--- src/design/tsf_ram.sv ---
// generic single write port, single read port ram with registered read data
module tsf_ram #(
	parameter int WIDTH = 8,
	parameter int DEPTH = 64
) (
	input  logic                     clk,
	input  logic                     we,
	input  logic [$clog2(DEPTH)-1:0] waddr,
	input  logic [WIDTH-1:0]         wdata,
	input  logic [$clog2(DEPTH)-1:0] raddr,
	output logic [WIDTH-1:0]         rdata
);

	logic [WIDTH-1:0] mem_q [DEPTH];

	always_ff @(posedge clk) begin
		if (we) begin
			mem_q[waddr] <= wdata;
		end
		rdata <= mem_q[raddr];
	end

endmodule

--- config.mk ---
export PLATFORM = sky130hd
export DESIGN_NAME = tsf_ram
export DESIGN_NICKNAME = d
export VERILOG_FILES = /design/src/design/tsf_ram.sv
export SDC_FILE = /design/constraint.sdc
export NUM_CORES = 1
export LEC_CHECK = 0
export BUFFER_PORTS_ARGS = -buffer_cell sky130_fd_sc_hd__buf_2
export CAP_MARGIN = 0
export CORE_ASPECT_RATIO = 1.2
export CORE_UTILIZATION = 50
export CTS_BUF_LIST = sky130_fd_sc_hd__clkbuf_8
export CTS_CLUSTER_SIZE = 16
export DETAILED_ROUTE_END_ITERATION = 8
export GPL_TIMING_DRIVEN = 1
export HOLD_SLACK_MARGIN = 0.12
export PLACE_DENSITY = 0.64
export SLEW_MARGIN = 40
export SYNTH_ARGS = -nofsm -noshare
export SYNTH_HDL_FRONTEND = slang
export SYNTH_SLANG_ARGS = --single-unit
--- constraint.sdc ---
create_clock -name clk -period 2.5 [get_ports clk]
set_input_delay 0.25 -clock clk [delete_from_list [all_inputs] [get_ports clk]]
set_output_delay 0.25 -clock clk [all_outputs]
set_load 0.05 [all_outputs]
* Yosys cells after proc, flatten, opt, wreduce, memory -nomap -nowiden
Memories as Yosys holds them, arrays and structs flattened. A register that Yosys moved wholly into a read port is not among the register bits.
Cells that the tools add are included.
Widths: inputs -> output; s select.
** Word-level totals
- Register bits :: 0
- Bits in writable memories :: 512
- Output and inout port bits :: 8
- Logic and storage cells :: 3
- Memories :: 1
** Memory list
- mem_q :: words 64, bits a word 8, rd ports 1, clocked after memory_dff 1, wr ports 1, line 14 : logic [WIDTH-1:0] mem_q [DEPTH];
** Cells by class
- Mux-type cells :: 2
** Operator list (count)
- $mux 1 :: 2

* Longest topological paths before layout
- Depth after elaboration :: 2
- Depth in mapped cells :: 9
- Mapped depth without buffers :: 5

* Worst setup path before layout
Ideal clock, no wire load.
- Kind :: input to register
- From :: input port raddr[1]
- To :: register rdata[3], read port of mem_q
- Library setup time :: 0.128 ns
- Arrival :: 1.790 ns
- Data required time :: 2.372 ns
- Setup slack :: 0.582 ns
- Cell stages on the path :: 7
- Cell sequence :: buf_4 -> buf_2 -> buf_2 -> mux4_2 -> mux4_2 -> o21ai_1 -> o41ai_1
** RTL lines
- start, declared :: line 10 : input logic [$clog2(DEPTH)-1:0] raddr,
- end, declared :: line 11 : output logic [WIDTH-1:0] rdata

==> results.md <==
- Post-CTS Setup Bufs: 0
- Share of layout cells above drive strength 1: 33.6%
- Leakage: 7.67 nW
- DRC violation count after routing: 0
- RSZ-0062 raised after global routing: no
- DR vias/cell: 5.84
- Max Fclk: 0.486 GHz
- Crit-path cells: mux4_2 -> mux4_2 -> o21ai_0 -> nand2_1
- First-iteration detailed-routing DRC count: 927
- Design Area, Final: 0.0233 mm²
- Post_cts resized: 0
- Worst Path Arrival: 2.55 ns
- Total Neg Setup Slack: 0 ns
- Status: complete, no violations
- Die W: 185 µm
- #FFs+latches synth: 520
- Max-cap violations: 0
- Endpoint class of the critical path: register
- Hold Crit Class: in2reg
- Mapped Nets: 962
- GRT overflow: 0
- Final net count: 1155
- Mapped Area: 0.0202 mm²
- Clock latency on the worst-skew pair: 0.63 ns
- Syn-to-layout area delta: 15.7%
- Initial antenna violation count: 1
- DRT Wirelength: 44800 µm
- Final setup fails: 0
- Post-synth EDFFs: 512
- Met2 usage: 36.9%
- Final max-slew violation count: 0
- Vias in the first global route: 10491
- IO buf count: 29
- Final Hold Fails: 0
- CP top delay family: multiplexers
- Worst path slowest cell: mux4_2
- Total track usage: 22.8%
- Synthesized area per cell: 21.5 µm²
- Critical path startpoint category: register
- Overall Power: 17.4 mW
- Post-route minimum period: 2.06 ns
- Crit Path Class: reg2reg
- Worst Path Max Fanout: 1
- HPWL Detailed: 28400 µm
- Largest net degree at the start of global routing: 65
- Final Cycle Share: 82.3%
- Num ports: 30
- Routed WL per cell: 26.0 µm
- Total CTS buffers: 78
- CTS Buffer Depth: 3
- Fin util: 58.7%
- Met3 Use GR: 4.91%
- Clock sinks: 520
- CP max stage delay: 0.54 ns
- Most used cell, CP: mux4_2
- M1 GR Usage: 30.3%
- Clock-pin slew on the worst setup and hold paths: 0.06 ns
- Gate count after technology mapping: 940
- Placeable Area: 0.0397 mm²
- Yosys warning count: 0
- CTS tree: yes
- Sequential element share of the synthesized area: 77.0%
- Buf/Inv on CP: 0
- Die area: 0.0411 mm²
- Die Span Y: 222 µm
- Synth cell types: 40
- Num rows: 80
- Power density of the placed cells: 744 mW/mm²
- Worst Tran Pin Value: 0.727 ns
- Gpl congestion: 0.875
- Peak VDD IR: 0.000364 V
- Clock root cell: clkbuf_8
- FFs w/ async S/R, synth: 0%
- DR pass1 iterations: 5
- Fin Hold WS: 0.179 ns
- DR vias: 10085
- Post-synth top flop: edfxtp_1
- Antenna viol nets, final: 0
- Rel. slew slack: 50.3%
- WP data required: 3.00 ns
- # hold bufs at CTS: 4
- Dpl cell area: 0.0218 mm²
- H-tree depth: 3
- First-pass GRT wire length: 66700 µm
- Clock skew: 0.0491 ns
- Initial Util: 50.7%
- GRT Max-Usage Layer: met2
==> cell usage after synthesis (3+ instances only) <==
library cell / number / area share [%]
a221oi_1: 6 / 0.26
nand2_1: 19 / 0.35
o2111ai_1: 3 / 0.13
buf_4: 13 / 0.48
nor2_1: 83 / 1.5
dfxtp_1: 8 / 0.79
nand2b_1: 7 / 0.22
a21oi_1: 3 / 0.074
o2bb2ai_1: 3 / 0.13
nand3b_1: 3 / 0.11
buf_1: 4 / 0.074
a22oi_1: 3 / 0.11
clkbuf_1: 17 / 0.32
nand3_1: 13 / 0.32
buf_2: 11 / 0.27
nor2b_1: 14 / 0.43
o221ai_1: 8 / 0.35
nor3_1: 7 / 0.17
o22ai_1: 8 / 0.25
edfxtp_1: 512 / 76
mux2i_1: 23 / 1.1
mux2_2: 13 / 0.73
mux4_2: 126 / 14
buf_6: 4 / 0.22
a211oi_1: 4 / 0.15
==> path summary, 6_finish.rpt <==
kind                              startpoint      endpoint  slack [ns]  cells past startpoint
worst min-delay path                wdata[0]  mem_q[24][0]        0.18                      1
worst max-delay path            mem_q[55][7]      rdata[7]        0.44                      4
worst max register to register  mem_q[55][7]      rdata[7]        0.44                      4
worst min register to register  mem_q[23][0]      rdata[0]        0.86                      4
==> kinds of logic after synthesis <==
group                  synth area share (%)
buffers and inverters                  1.57
multiplexers                           15.9
AND/OR/NAND/NOR                        3.39
flip-flops                             77.0
AO/OA/AOI/OAI                          2.07
==> worst reg2reg max path: cells and delay by family, from the launching register on <==
kind | cells | cell delay, ns
mux | 2 | 1.04
compound gates | 1 | 0.43
flops | 1 | 0.36
simple gates | 1 | 0.11
==> report_power, final <==
group          total (mW)  internal [mW]  leakage [nW]  switching [mW]
clock network        6.66           3.52         0.859            3.15
logic                1.01          0.400          2.14           0.611
registers            9.68           9.65          4.67          0.0323
==> layer usage <==
| layer | up-vias | wire length (µm) |
|---|---|---|
| met5 | - | 0 |
| met4 | 0 | 1170 |
| met3 | 68 | 3070 |
| met2 | 373 | 22600 |
| met1 | 5320 | 18000 |
| li1 | 4324 | - |
==> flip-flops by register name, summed over array words and instances (netlist names) <==
register,flops
mem_q,512
rdata,8
==> stage by stage <==
step | cells | worst slack, ns
2_1_floorplan | 940 | 0.582
3_3_place_gp | 1582 | -0.145
3_5_place_dp | 1582 | -0.134
4_1_cts | 1725 | 0.401
5_1_grt | 1726 | 0.420
6_report | 1727 | 0.443
==> final cells by class <==
type	count	area [µm²]
Antenna cell	2	5.00
Clock buffer	84	1160
Clock inverter	55	344
Fill cell	2846	16400
Multi-Input combinational cell	369	4320
Sequential cell	520	15500
Tap cell	533	667
Timing Repair Buffer	164	1310
==> placed cells by master, fill, tap and decap left out, drive strengths merged, types with 6 or more instances in the layout <==
cell type / instances
edfxtp: 512
buf: 159
mux4: 126
clkbuf: 85
nor2: 83
inv: 27
mux2i: 23
clkinv: 21
nand2: 19
nor2b: 14
mux2: 13
nand3: 13
o221ai: 8
o22ai: 8
dfxtp: 8
nand2b: 7
nor3: 7
a221oi: 6
No activity file was read; power rests on OpenSTA's default activity.
